File: config.mk
export PLATFORM = sky130hd
export DESIGN_NAME = i2c_master_write_read_engine
export DESIGN_NICKNAME = d
export VERILOG_FILES = /design/src/hdl/i2cmwr_pkg.sv /design/src/hdl/i2cmwr_ram.sv /design/src/hdl/i2cmwr_skid.sv /design/src/hdl/i2cmwr_seq.sv /design/src/hdl/i2c_master_write_read_engine.sv
export VERILOG_INCLUDE_DIRS = /design/src /design/src/hdl
export SDC_FILE = /design/constraint.sdc
export NUM_CORES = 1
export LEC_CHECK = 0
export ABC_AREA = 1
export BUFFER_PORTS_ARGS = -buffer_cell sky130_fd_sc_hd__buf_4
export CAP_MARGIN = 20
export CORE_UTILIZATION = 40
export DETAILED_ROUTE_END_ITERATION = 12
export GPL_TIMING_DRIVEN = 0
export HOLD_SLACK_MARGIN = 0.1
export PLACE_DENSITY_LB_ADDON = 0.15
export SLEW_MARGIN = 30
export SYNTH_ARGS = -nofsm -noshare
export SYNTH_HDL_FRONTEND = slang
export SYNTH_SLANG_ARGS = --single-unit
File: constraint.sdc
create_clock -name clk -period 7.65 [get_ports clk]
set_clock_uncertainty 0.05 [all_clocks]
set_input_delay 0.3825 -clock clk [delete_from_list [all_inputs] [get_ports clk]]
set_output_delay 0.3825 -clock clk [all_outputs]
set_load 0.005 [all_outputs]
File: src/hdl/assert_macros.svh
// Assertion macros used by the engine's sequencer, i2cmwr_seq.
// Depends on a clock named clk and an active-low reset named arst_n in scope.
`ifndef ASSERT_MACROS_SVH
`define ASSERT_MACROS_SVH

// Condition holds at every clock edge out of reset.
`define ASSERT_ALWAYS(label, cond, msg) \
	label: assert property (@(posedge clk) disable iff (!arst_n) (cond)) else $error(msg);

// Antecedent implies consequent in the same cycle.
`define ASSERT_IMP(label, ante, cons, msg) \
	label: assert property (@(posedge clk) disable iff (!arst_n) (ante) |-> (cons)) \
		else $error(msg);

// Antecedent implies consequent in the next cycle.
`define ASSERT_NXT(label, ante, cons, msg) \
	label: assert property (@(posedge clk) disable iff (!arst_n) (ante) |=> (cons)) \
		else $error(msg);

`endif

File: src/hdl/i2cmwr_pkg.sv
// Shared types and constants of the I2C master write/read engine.
// No dependencies.
package i2cmwr_pkg;

	localparam logic [1:0] OP_TICK  = 2'd0;
	localparam logic [1:0] OP_LOAD  = 2'd1;
	localparam logic [1:0] OP_WRITE = 2'd2;
	localparam logic [1:0] OP_READ  = 2'd3;

	localparam logic [1:0] ERR_NONE    = 2'd0;
	localparam logic [1:0] ERR_STRETCH = 2'd1;
	localparam logic [1:0] ERR_NACK    = 2'd2;

	localparam logic REG_HALF_PERIOD = 1'b0;
	localparam logic REG_TIMEOUT     = 1'b1;

	localparam logic [9:0]  HALF_PERIOD_RESET = 10'd5;
	localparam logic [15:0] TIMEOUT_RESET     = 16'd12000;

	typedef struct packed {
		logic [1:0]  op;
		logic [7:0]  write_byte;
		logic [7:0]  slave_address;
		logic [4:0]  write_count;
		logic [15:0] read_count;
		logic        scl_in;
		logic        sda_in;
	} item_t;

	typedef struct packed {
		logic        scl_drive_low;
		logic        sda_drive_low;
		logic        read_valid;
		logic [7:0]  read_byte;
		logic        read_last;
		logic        busy_res;
		logic        done_res;
		logic [1:0]  error_kind;
	} res_t;

endpackage

File: src/hdl/i2cmwr_ram.sv
// Generic single-write, single-read RAM with registered read data.
// No dependencies.
module i2cmwr_ram #(
	parameter int WIDTH = 8,
	parameter int DEPTH = 16,
	parameter int AW = (DEPTH > 1) ? $clog2(DEPTH) : 1
) (
	input  logic             clk,
	input  logic             we,
	input  logic [AW-1:0]    waddr,
	input  logic [WIDTH-1:0] wdata,
	input  logic [AW-1:0]    raddr,
	output logic [WIDTH-1:0] rdata
);

	logic [WIDTH-1:0] mem_q [DEPTH];

	always_ff @(posedge clk) begin
		if (we) begin
			mem_q[waddr] <= wdata;
		end
		rdata <= mem_q[raddr];
	end

endmodule

File: src/hdl/i2cmwr_skid.sv
// Output register with skid stage for the result stream.
// No dependencies.
module i2cmwr_skid #(
	parameter int DW = 16
) (
	input  logic          clk,
	input  logic          arst_n,
	input  logic          in_valid,
	output logic          in_ready,
	input  logic [DW-1:0] in_data,
	output logic          out_valid,
	input  logic          out_ready,
	output logic [DW-1:0] out_data
);

	logic          out_valid_q;
	logic [DW-1:0] out_data_q;
	logic          skid_valid_q;
	logic [DW-1:0] skid_data_q;

	assign in_ready  = !skid_valid_q;
	assign out_valid = out_valid_q;
	assign out_data  = out_data_q;

	always_ff @(posedge clk or negedge arst_n) begin
		if (!arst_n) begin
			out_valid_q  <= 1'b0;
			skid_valid_q <= 1'b0;
		end else if (out_ready || !out_valid_q) begin
			if (skid_valid_q) begin
				out_valid_q  <= 1'b1;
				skid_valid_q <= 1'b0;
			end else begin
				out_valid_q <= in_valid;
			end
		end else if (in_valid && in_ready) begin
			skid_valid_q <= 1'b1;
		end
	end

	always_ff @(posedge clk) begin
		if (out_ready || !out_valid_q) begin
			if (skid_valid_q) begin
				out_data_q <= skid_data_q;
			end else if (in_valid) begin
				out_data_q <= in_data;
			end
		end else if (in_valid && in_ready) begin
			skid_data_q <= in_data;
		end
	end

endmodule

File: src/hdl/i2cmwr_seq.sv
// Bus sequencer: one tick per transaction, write bytes held in a synchronous RAM.
// Depends on i2cmwr_pkg, i2cmwr_ram and assert_macros.svh.
`include "assert_macros.svh"

module i2cmwr_seq #(
	parameter int WRITE_DEPTH = 16
) (
	input  logic               clk,
	input  logic               arst_n,
	input  logic               accept,
	input  i2cmwr_pkg::item_t  item,
	input  logic [9:0]         half_period_ticks,
	input  logic [15:0]        stretch_timeout_ticks,
	output i2cmwr_pkg::res_t   res
);
	import i2cmwr_pkg::*;

	localparam int PW = $clog2(WRITE_DEPTH + 1);
	localparam int AW = (WRITE_DEPTH > 1) ? $clog2(WRITE_DEPTH) : 1;

	localparam logic [4:0] PH_IDLE  = 5'd0;
	localparam logic [4:0] ST_WAIT  = 5'd1;
	localparam logic [4:0] ST_SDA   = 5'd2;
	localparam logic [4:0] ST_SCL   = 5'd3;
	localparam logic [4:0] TX_SETUP = 5'd4;
	localparam logic [4:0] TX_WAIT  = 5'd5;
	localparam logic [4:0] TX_HIGH  = 5'd6;
	localparam logic [4:0] AK_SETUP = 5'd7;
	localparam logic [4:0] AK_WAIT  = 5'd8;
	localparam logic [4:0] AK_HIGH  = 5'd9;
	localparam logic [4:0] AK_LOW   = 5'd10;
	localparam logic [4:0] RS_REL   = 5'd11;
	localparam logic [4:0] RS_WAIT  = 5'd12;
	localparam logic [4:0] RS_HIGH  = 5'd13;
	localparam logic [4:0] RS_SDA   = 5'd14;
	localparam logic [4:0] RS_SCL   = 5'd15;
	localparam logic [4:0] RX_REL   = 5'd16;
	localparam logic [4:0] RX_WAIT  = 5'd17;
	localparam logic [4:0] RX_HIGH  = 5'd18;
	localparam logic [4:0] RX_LOW   = 5'd19;
	localparam logic [4:0] MA_SETUP = 5'd20;
	localparam logic [4:0] MA_HIGH  = 5'd21;
	localparam logic [4:0] MA_LOW   = 5'd22;
	localparam logic [4:0] SP_SCL   = 5'd23;
	localparam logic [4:0] SP_SDA   = 5'd24;
	localparam logic [4:0] SP_WAIT  = 5'd25;
	localparam logic [4:0] SP_HIGH  = 5'd26;
	localparam logic [4:0] SP_REL   = 5'd27;

	logic [4:0]    phase_q, phase_d, nxt;
	logic          go;
	logic [2:0]    bit_q, bit_d;
	logic [7:0]    shift_q, shift_d;
	logic [15:0]   bytes_left_q, bytes_left_d, bl_dec;
	logic [PW-1:0] lp_q, lp_d;
	logic [PW-1:0] sp_q, sp_d;
	logic [PW-1:0] hwc_q, hwc_d;
	logic [9:0]    ptimer_q, ptimer_d, ptimer_inc, hp;
	logic [15:0]   stimer_q, stimer_d, stimer_inc, to;
	logic          is_read_q, is_read_d;
	logic [7:0]    addr_q, addr_d;
	logic [1:0]    err_q, err_d;
	logic          in_rd_q, in_rd_d;
	logic          nack_q, nack_d;
	logic          hold_done, scl_up, scl_timeout;
	logic          buf_we;
	logic [7:0]    buf_rdata;
	logic [PW-1:0] raddr_ptr;
	res_t          res_d;

	assign buf_we    = accept && phase_q == PH_IDLE && item.op == OP_LOAD
		&& lp_q < PW'(WRITE_DEPTH);
	assign raddr_ptr = accept ? sp_d : sp_q;

	i2cmwr_ram #(.WIDTH(8), .DEPTH(WRITE_DEPTH)) u_wbuf (
		.clk   (clk),
		.we    (buf_we),
		.waddr (lp_q[AW-1:0]),
		.wdata (item.write_byte),
		.raddr (raddr_ptr[AW-1:0]),
		.rdata (buf_rdata)
	);

	assign hp          = (half_period_ticks == '0) ? 10'd1 : half_period_ticks;
	assign to          = (stretch_timeout_ticks == '0) ? 16'd1 : stretch_timeout_ticks;
	assign ptimer_inc  = ptimer_q + 10'd1;
	assign stimer_inc  = stimer_q + 16'd1;
	assign hold_done   = ptimer_inc >= hp;
	assign scl_up      = item.scl_in;
	assign scl_timeout = !item.scl_in && stimer_inc >= to;
	assign bl_dec      = (bytes_left_q != '0) ? bytes_left_q - 16'd1 : bytes_left_q;

	always_comb begin
		phase_d      = phase_q;
		bit_d        = bit_q;
		shift_d      = shift_q;
		bytes_left_d = bytes_left_q;
		lp_d         = lp_q;
		sp_d         = sp_q;
		hwc_d        = hwc_q;
		ptimer_d     = ptimer_q;
		stimer_d     = stimer_q;
		is_read_d    = is_read_q;
		addr_d       = addr_q;
		err_d        = err_q;
		in_rd_d      = in_rd_q;
		nack_d       = nack_q;
		go           = 1'b0;
		nxt          = phase_q;
		res_d        = '0;

		case (phase_q)
			PH_IDLE: begin
				if (item.op == OP_LOAD) begin
					if (lp_q < PW'(WRITE_DEPTH)) begin
						lp_d = lp_q + PW'(1);
					end
				end else if (item.op == OP_WRITE || item.op == OP_READ) begin
					addr_d = item.slave_address;
					if (int'(item.write_count) > WRITE_DEPTH) begin
						hwc_d = PW'(WRITE_DEPTH);
					end else begin
						hwc_d = PW'(item.write_count);
					end
					is_read_d    = item.op == OP_READ;
					bytes_left_d = (item.op == OP_READ) ? item.read_count : 16'd0;
					sp_d         = '0;
					lp_d         = '0;
					err_d        = ERR_NONE;
					in_rd_d      = 1'b0;
					nack_d       = 1'b0;
					bit_d        = '0;
					shift_d      = '0;
					go           = 1'b1;
					nxt          = ST_WAIT;
				end
			end
			ST_WAIT, TX_WAIT, RS_WAIT, RX_WAIT, AK_WAIT: begin
				if (scl_up) begin
					go = 1'b1;
					case (phase_q)
						ST_WAIT: nxt = ST_SDA;
						TX_WAIT: nxt = TX_HIGH;
						RS_WAIT: nxt = RS_HIGH;
						RX_WAIT: nxt = RX_HIGH;
						default: begin
							nxt    = AK_HIGH;
							nack_d = item.sda_in;
						end
					endcase
				end else if (scl_timeout) begin
					err_d = ERR_STRETCH;
					go    = 1'b1;
					nxt   = SP_SCL;
				end else begin
					stimer_d = stimer_inc;
				end
			end
			SP_WAIT: begin
				if (scl_up || scl_timeout) begin
					go  = 1'b1;
					nxt = SP_HIGH;
				end else begin
					stimer_d = stimer_inc;
				end
			end
			ST_SDA, ST_SCL, TX_SETUP, TX_HIGH, AK_SETUP, AK_HIGH, AK_LOW,
			RS_REL, RS_HIGH, RS_SDA, RS_SCL, RX_REL, RX_HIGH, RX_LOW,
			MA_SETUP, MA_HIGH, MA_LOW, SP_SCL, SP_SDA, SP_HIGH, SP_REL: begin
				if (!hold_done) begin
					ptimer_d = ptimer_inc;
				end else begin
					go = 1'b1;
					case (phase_q)
						ST_SDA: nxt = ST_SCL;
						ST_SCL: begin
							shift_d = addr_q;
							bit_d   = '0;
							nxt     = TX_SETUP;
						end
						TX_SETUP: nxt = (bit_q == '0) ? TX_WAIT : TX_HIGH;
						TX_HIGH: begin
							shift_d = {shift_q[6:0], 1'b0};
							if (bit_q == 3'd7) begin
								bit_d = '0;
								nxt   = AK_SETUP;
							end else begin
								bit_d = bit_q + 3'd1;
								nxt   = TX_SETUP;
							end
						end
						AK_SETUP: nxt = AK_WAIT;
						AK_HIGH:  nxt = AK_LOW;
						AK_LOW: begin
							if (nack_q) begin
								err_d = ERR_NACK;
								nxt   = SP_SCL;
							end else if (in_rd_q) begin
								if (bytes_left_q != '0) begin
									bit_d   = '0;
									shift_d = '0;
									nxt     = RX_REL;
								end else begin
									nxt = SP_SCL;
								end
							end else if (sp_q < hwc_q) begin
								shift_d = buf_rdata;
								bit_d   = '0;
								sp_d    = sp_q + PW'(1);
								nxt     = TX_SETUP;
							end else if (is_read_q) begin
								nxt = RS_REL;
							end else begin
								nxt = SP_SCL;
							end
						end
						RS_REL:  nxt = RS_WAIT;
						RS_HIGH: nxt = RS_SDA;
						RS_SDA:  nxt = RS_SCL;
						RS_SCL: begin
							in_rd_d = 1'b1;
							shift_d = addr_q | 8'h01;
							bit_d   = '0;
							nxt     = TX_SETUP;
						end
						RX_REL: begin
							bit_d = '0;
							nxt   = RX_WAIT;
						end
						RX_HIGH: begin
							shift_d = {shift_q[6:0], item.sda_in};
							if (bit_q == 3'd7) begin
								res_d.read_valid = 1'b1;
								res_d.read_byte  = {shift_q[6:0], item.sda_in};
								res_d.read_last  = bytes_left_q == 16'd1;
								bit_d            = '0;
								nxt              = MA_SETUP;
							end else begin
								bit_d = bit_q + 3'd1;
								nxt   = RX_LOW;
							end
						end
						RX_LOW:   nxt = RX_HIGH;
						MA_SETUP: nxt = MA_HIGH;
						MA_HIGH:  nxt = MA_LOW;
						MA_LOW: begin
							bytes_left_d = bl_dec;
							if (bl_dec != '0) begin
								bit_d   = '0;
								shift_d = '0;
								nxt     = RX_REL;
							end else begin
								nxt = SP_SCL;
							end
						end
						SP_SCL: nxt = SP_SDA;
						SP_SDA: nxt = SP_WAIT;
						SP_HIGH: nxt = SP_REL;
						default: begin
							res_d.done_res = 1'b1;
							nxt            = PH_IDLE;
						end
					endcase
				end
			end
			default: begin
				go  = 1'b1;
				nxt = PH_IDLE;
			end
		endcase

		if (go) begin
			phase_d  = nxt;
			ptimer_d = '0;
			stimer_d = '0;
		end

		case (phase_d)
			ST_SDA, RS_SDA, SP_WAIT, SP_HIGH: begin
				res_d.scl_drive_low = 1'b0;
				res_d.sda_drive_low = 1'b1;
			end
			ST_SCL, RS_SCL, SP_SDA: begin
				res_d.scl_drive_low = 1'b1;
				res_d.sda_drive_low = 1'b1;
			end
			TX_SETUP: begin
				res_d.scl_drive_low = 1'b1;
				res_d.sda_drive_low = !shift_d[7];
			end
			TX_WAIT, TX_HIGH: begin
				res_d.scl_drive_low = 1'b0;
				res_d.sda_drive_low = !shift_d[7];
			end
			AK_SETUP, AK_LOW, RS_REL, RX_REL, RX_LOW, SP_SCL: begin
				res_d.scl_drive_low = 1'b1;
				res_d.sda_drive_low = 1'b0;
			end
			MA_SETUP, MA_LOW: begin
				res_d.scl_drive_low = 1'b1;
				res_d.sda_drive_low = bytes_left_d > 16'd1;
			end
			MA_HIGH: begin
				res_d.scl_drive_low = 1'b0;
				res_d.sda_drive_low = bytes_left_d > 16'd1;
			end
			default: begin
				res_d.scl_drive_low = 1'b0;
				res_d.sda_drive_low = 1'b0;
			end
		endcase

		res_d.busy_res   = phase_d != PH_IDLE;
		res_d.error_kind = err_d;
	end

	assign res = res_d;

	always_ff @(posedge clk or negedge arst_n) begin
		if (!arst_n) begin
			phase_q      <= PH_IDLE;
			bit_q        <= '0;
			shift_q      <= '0;
			bytes_left_q <= '0;
			lp_q         <= '0;
			sp_q         <= '0;
			hwc_q        <= '0;
			ptimer_q     <= '0;
			stimer_q     <= '0;
			is_read_q    <= 1'b0;
			addr_q       <= '0;
			err_q        <= ERR_NONE;
			in_rd_q      <= 1'b0;
			nack_q       <= 1'b0;
		end else if (accept) begin
			phase_q      <= phase_d;
			bit_q        <= bit_d;
			shift_q      <= shift_d;
			bytes_left_q <= bytes_left_d;
			lp_q         <= lp_d;
			sp_q         <= sp_d;
			hwc_q        <= hwc_d;
			ptimer_q     <= ptimer_d;
			stimer_q     <= stimer_d;
			is_read_q    <= is_read_d;
			addr_q       <= addr_d;
			err_q        <= err_d;
			in_rd_q      <= in_rd_d;
			nack_q       <= nack_d;
		end
	end

	`ASSERT_ALWAYS(a_send_ptr_bound, sp_q <= hwc_q, "send pointer ran past write count")
	`ASSERT_NXT(a_start_clears,
		accept && phase_q == PH_IDLE && (item.op == OP_WRITE || item.op == OP_READ),
		phase_q == ST_WAIT && lp_q == '0 && err_q == ERR_NONE,
		"transaction start did not reset sequencer")
	`ASSERT_NXT(a_done_idle, accept && res_d.done_res, phase_q == PH_IDLE,
		"done without returning to idle")
	`ASSERT_IMP(a_rx_last, accept && res_d.read_valid && res_d.read_last,
		bytes_left_q == 16'd1, "last read byte flagged with bytes remaining")

endmodule

File: src/hdl/i2c_master_write_read_engine.sv
// I2C master write/read engine: one tick per input transaction, registered result stream.
// Usage: load write bytes with op LOAD, then issue WRITE or READ; keep ticking (op TICK)
// with the sampled scl_in/sda_in until done_res; drive the pins from each result.
// Input channel s_*: s_tuser carries op, s_tdata the remaining fields.
// Output channel m_*: one result per accepted input; m_tlast marks the last read byte.
// APB port: half_period_ticks at 0x0, stretch_timeout_ticks at 0x4; write only while idle.
// Output: a result is registered in the output register, or in the skid stage on a stall.
// Throughput: one transaction per cycle while s_tready is high; the sequencer updates all
// its state per accepted input; the write buffer RAM is read ahead at the send pointer.
// Stall: the output register plus a one-entry skid stage absorb a stalled receiver;
// s_tready drops once the skid stage holds a result and rises when it drains.
// Reset: clears sequencer state to idle, pointers to zero, errors to none, and the
// registers to 5 and 12000; write buffer contents are undefined until loaded.
// Depends on i2cmwr_pkg, i2cmwr_seq, i2cmwr_skid and i2cmwr_ram.
module i2c_master_write_read_engine #(
	parameter int WRITE_DEPTH = 16
) (
	input  logic        clk,
	input  logic        arst_n,
	input  logic        s_tvalid,
	output logic        s_tready,
	// write_byte[7:0], slave_address[15:8], write_count[20:16], read_count[36:21],
	// scl_in[37], sda_in[38], zero[39]
	input  logic [39:0] s_tdata,
	// op[1:0]
	input  logic [1:0]  s_tuser,
	output logic        m_tvalid,
	input  logic        m_tready,
	// scl_drive_low[0], sda_drive_low[1], read_valid[2], read_byte[10:3],
	// busy_res[11], done_res[12], error_kind[14:13], zero[15]
	output logic [15:0] m_tdata,
	output logic        m_tlast,
	input  logic        psel,
	input  logic        penable,
	input  logic        pwrite,
	input  logic [2:0]  paddr,
	input  logic [31:0] pwdata,
	output logic [31:0] prdata,
	output logic        pready
);
	import i2cmwr_pkg::*;

	logic [9:0]  half_period_q;
	logic [15:0] timeout_q;
	logic        cfg_we;
	logic        accept;
	item_t       item;
	res_t        res;
	res_t        res_out;
	logic [$bits(res_t)-1:0] res_out_bits;

	assign pready = 1'b1;
	assign cfg_we = psel && penable && pwrite;
	assign prdata = (paddr[2] == REG_TIMEOUT) ? {16'd0, timeout_q} : {22'd0, half_period_q};

	always_ff @(posedge clk or negedge arst_n) begin
		if (!arst_n) begin
			half_period_q <= HALF_PERIOD_RESET;
			timeout_q     <= TIMEOUT_RESET;
		end else if (cfg_we) begin
			if (paddr[2] == REG_HALF_PERIOD) begin
				half_period_q <= pwdata[9:0];
			end else begin
				timeout_q <= pwdata[15:0];
			end
		end
	end

	assign item.op            = s_tuser;
	assign item.write_byte    = s_tdata[7:0];
	assign item.slave_address = s_tdata[15:8];
	assign item.write_count   = s_tdata[20:16];
	assign item.read_count    = s_tdata[36:21];
	assign item.scl_in        = s_tdata[37];
	assign item.sda_in        = s_tdata[38];

	assign accept = s_tvalid && s_tready;

	i2cmwr_seq #(.WRITE_DEPTH(WRITE_DEPTH)) u_seq (
		.clk                   (clk),
		.arst_n                (arst_n),
		.accept                (accept),
		.item                  (item),
		.half_period_ticks     (half_period_q),
		.stretch_timeout_ticks (timeout_q),
		.res                   (res)
	);

	i2cmwr_skid #(.DW($bits(res_t))) u_skid (
		.clk       (clk),
		.arst_n    (arst_n),
		.in_valid  (s_tvalid),
		.in_ready  (s_tready),
		.in_data   (res),
		.out_valid (m_tvalid),
		.out_ready (m_tready),
		.out_data  (res_out_bits)
	);

	assign res_out = res_t'(res_out_bits);

	assign m_tdata = {1'b0, res_out.error_kind, res_out.done_res, res_out.busy_res,
		res_out.read_byte, res_out.read_valid, res_out.sda_drive_low,
		res_out.scl_drive_low};
	assign m_tlast = res_out.read_last;

endmodule

==> impl_metrics.ini <==
[synthesis]
synth-main-ff-cell = edfxtp_1
yosysMostFrequentCell = nand2_1
syn_inst = 1794
syn-cell-area_um2 = 15300
yosysWarnings = 0
syn_avg_cell_area_um2 = 8.52
ys_types = 55
yosys.area.top_type_share = 0.314
seq_area_frac_synth = 0.512
yosysTopAreaCell = edfxtp_1
synth_edf_count = 160
synth_commonest_cells = nand2_1 (392), nor2_1 (219), inv_1 (198)
ys_seq_elements = 282
async_flop_share = 0.404
synth.area.top_cells = edfxtp_1 (31%), dfrtp_1 (17%), nand2_1 (9.6%), nor2_1 (5.4%), o21ai_0 (5.1%)

[power_and_ir_drop]
swShare = 0.428
power_frac_seq = 0.322
p_leak_nw = 8.04
power.internal_mw = 3.56
p_per_area_nw_per_um2 = 344
p_clk_frac = 0.246
p_switching_mw = 2.66
power_frac_comb = 0.432
ir_worst_vdd_v = 0.000187

[sta]
setup_slack_ns = 2.73
tightest_slew_ns = 0.876
setup_viol = 0
maxSlewViolCount = 0
rsz0062_at_grt = no
fin_crit_ns = 4.92
hold_viol = 0
relSlewSlack = 0.414
finalCritPeriodShare = 0.643
fin_setup_tns_ns = 0
max_freq_ghz = 0.203

[cells_and_area]
final_layout_size_suffix_gt1_frac = 0.143
final_util = 0.480
final_nets = 2096
area_growth_syn_to_layout_pct = 18.2

[route]
avgViaCountPerCell = 5.06
drt_wl_total_um = 43300
wl_per_cell_um = 17.3
drt_iter0_markers = 667
drt_pass1_iterations = 5
ant_nets = 0
routed-via-count = 12664
post-route-drc-count = 0

[grt]
grt_pass1_wl_um = 68900
grt_pass1_vias = 12639
grtUsageMet3 = 0.0263
busiest_layer = met2
grt-ovfl-total = 0
grt_max_degree = 81
antenna_found_initial = 1
grt_usage = 0.228
met1_usage = 0.291
grt_use_met2 = 0.399

[critical_path]
regToRegSetupSlack_ns = 2.73
arrival_ns = 5.14
cpPeakStageDelay_ns = 0.43
cp-start-kind = register
cpMaxStageDelayCell = o21ai_0
required_ns = 7.87
cp-end-kind = register
criticalPathCategory = register to register
cp_max_fo = 6
worst_path_most_repeated_cell = nand2_1

[floorplanning]
boundaryPins = 136
core_area_um2 = 37700
rows = 71
start_util = 0.406
die-width_um = 198
dieArea_um2 = 39000
die_h_um = 198

[min_path]
hold_path_class = input pin to register

[clocking]
clock_sinks = 282
cts_inserted_buffers = 34
cts_tree = yes
cts.path.max_buffers = 3
clock_latency_ns = 0.53
cts_setup_buffers = 0
root_buffer = clkbuf_16
h-tree-depth = 2
clkTransAtPathRegs_ns = 0.06

[placement]
dp_hpwl_um = 32200
port_buffers = 95
dp_slack_ns = 2.78
gp_congestion = 0.942

[flow_run]
maxCapViolCount = 0

[run_status]
outcome = finished, final reports clean
[worst paths after layout]
| kind | startpoint | to | cells after the start |
|---|---|---|---|
| max in group asynchronous | arst_n | half_period_q[2] | 3 |
| max reg2reg | u_seq.stimer_q[2] | u_skid.out_data[15] | 27 |
| max | u_seq.stimer_q[2] | u_skid.out_data[15] | 27 |
| min in group asynchronous | arst_n | u_seq.bytes_left_q[13] | 2 |
| min | pwdata[2] | half_period_q[2] | 3 |
| min reg2reg | u_seq.addr_q[7] | u_seq.addr_q[7] | 2 |
[placed cells by master (no fill, tap or decap), types with 19 or more instances in the layout]
cell type and instances:
ha_1 43, nand4_1 21, nor2_1 217, dfrtp_1 105, xor2_1 23, o21ai_0 155
nand3_1 115, inv_1 198, o21ai_1 36, edfxtp_1 160, a21oi_1 49, inv_2 19
o211ai_1 43, clkbuf_1 29, nand2_1 392, dlygate4sd3_1 27, buf_4 120, clkbuf_16 35
[final cells by class]
type | count | area (µm²)
fillers | 3718 | 19600
flip-flops and latches | 282 | 7830
multi-input cells | 1228 | 6210
repair buffers | 123 | 1020
clock buffers | 40 | 905
inverters | 220 | 826
well taps | 511 | 639
plain buffers | 80 | 495
clock inverters | 20 | 150
diodes | 1 | 2.50
[logic make-up (layout without fill, tap and decap cells)]
logic type,Yosys count,count (layout),share of synthesized area
AOI/OAI and AO/OA,326,326,0.123
xor gates and xnor gates,24,24,0.0137
adders and majority gates,43,43,0.0352
buffers and inverters,300,483,0.0864
DFF,282,282,0.512
muxes,2,2,0.00147
other,2,19,0.000491
and+or+nand+nor,815,815,0.228
[critical path: cells and delay by family, from the launching register on]
family | cells | cell delay (ns)
XOR/XNOR | 1 | 0.19
flip-flops | 1 | 0.40
buffers and inverters | 5 | 0.35
AO/OA/AOI/OAI | 4 | 0.90
adder cells (fa/ha/maj) | 1 | 0.30
AND/OR/NAND/NOR | 16 | 2.46
[state kept, by name, indices dropped and copies added, names as in the netlist, 8 cells and up]
| signal | count |
|---|---|
| u_seq.u_wbuf.mem_q | 128 |
| timeout_q | 16 |
| u_seq.bytes_left_q | 16 |
| u_seq.stimer_q | 16 |
| u_skid.out_data | 16 |
| u_skid.skid_data_q | 16 |
| half_period_q | 10 |
| u_seq.ptimer_q | 10 |
| u_seq.addr_q | 8 |
| u_seq.shift_q | 8 |
| u_seq.u_wbuf.rdata | 8 |
[power by group through the flow]
| stage | combinational (mW) | clock (mW) | sequential [mW] |
|---|---|---|---|
| 2_1_floorplan | 1.87 | 0 | 1.98 |
| 3_3_place_gp | 2.65 | 0 | 2.02 |
| 3_5_place_dp | 2.67 | 0 | 2.03 |
| 4_1_cts | 2.69 | 1.56 | 2.00 |
| 5_1_grt | 3.01 | 1.62 | 2.03 |
| 6_report | 2.69 | 1.53 | 2.00 |
[routing by layer]
| layer | routed length, µm | up-vias |
|---|---|---|
| met1 | 19000 | 6016 |
| li1 | - | 6294 |
| met5 | 0 | - |
| met2 | 21300 | 280 |
| met4 | 1330 | 0 |
| met3 | 1600 | 74 |
[stage by stage]
stage / cell area (µm²) / hold WS, ns / total power, mW / instances
2_1_floorplan: 15400 / 0.0369 / 3.86 / 1810
3_3_place_gp: 16700 / 0.406 / 4.67 / 2416
3_5_place_dp: 16700 / 0.231 / 4.70 / 2417
4_1_cts: 18100 / 0.100 / 6.25 / 2504
5_1_grt: 18100 / 0.122 / 6.66 / 2505
6_report: 18100 / 0.103 / 6.22 / 2505
[what timing repair did]
action / CTS / global route
endpoints found under the setup margin: 0 / 0
hold buffers: 27 / 0
endpoints found under the hold margin: 119 / 0
resized for setup: 0 / 0
No activity file was read; power rests on OpenSTA's default activity.
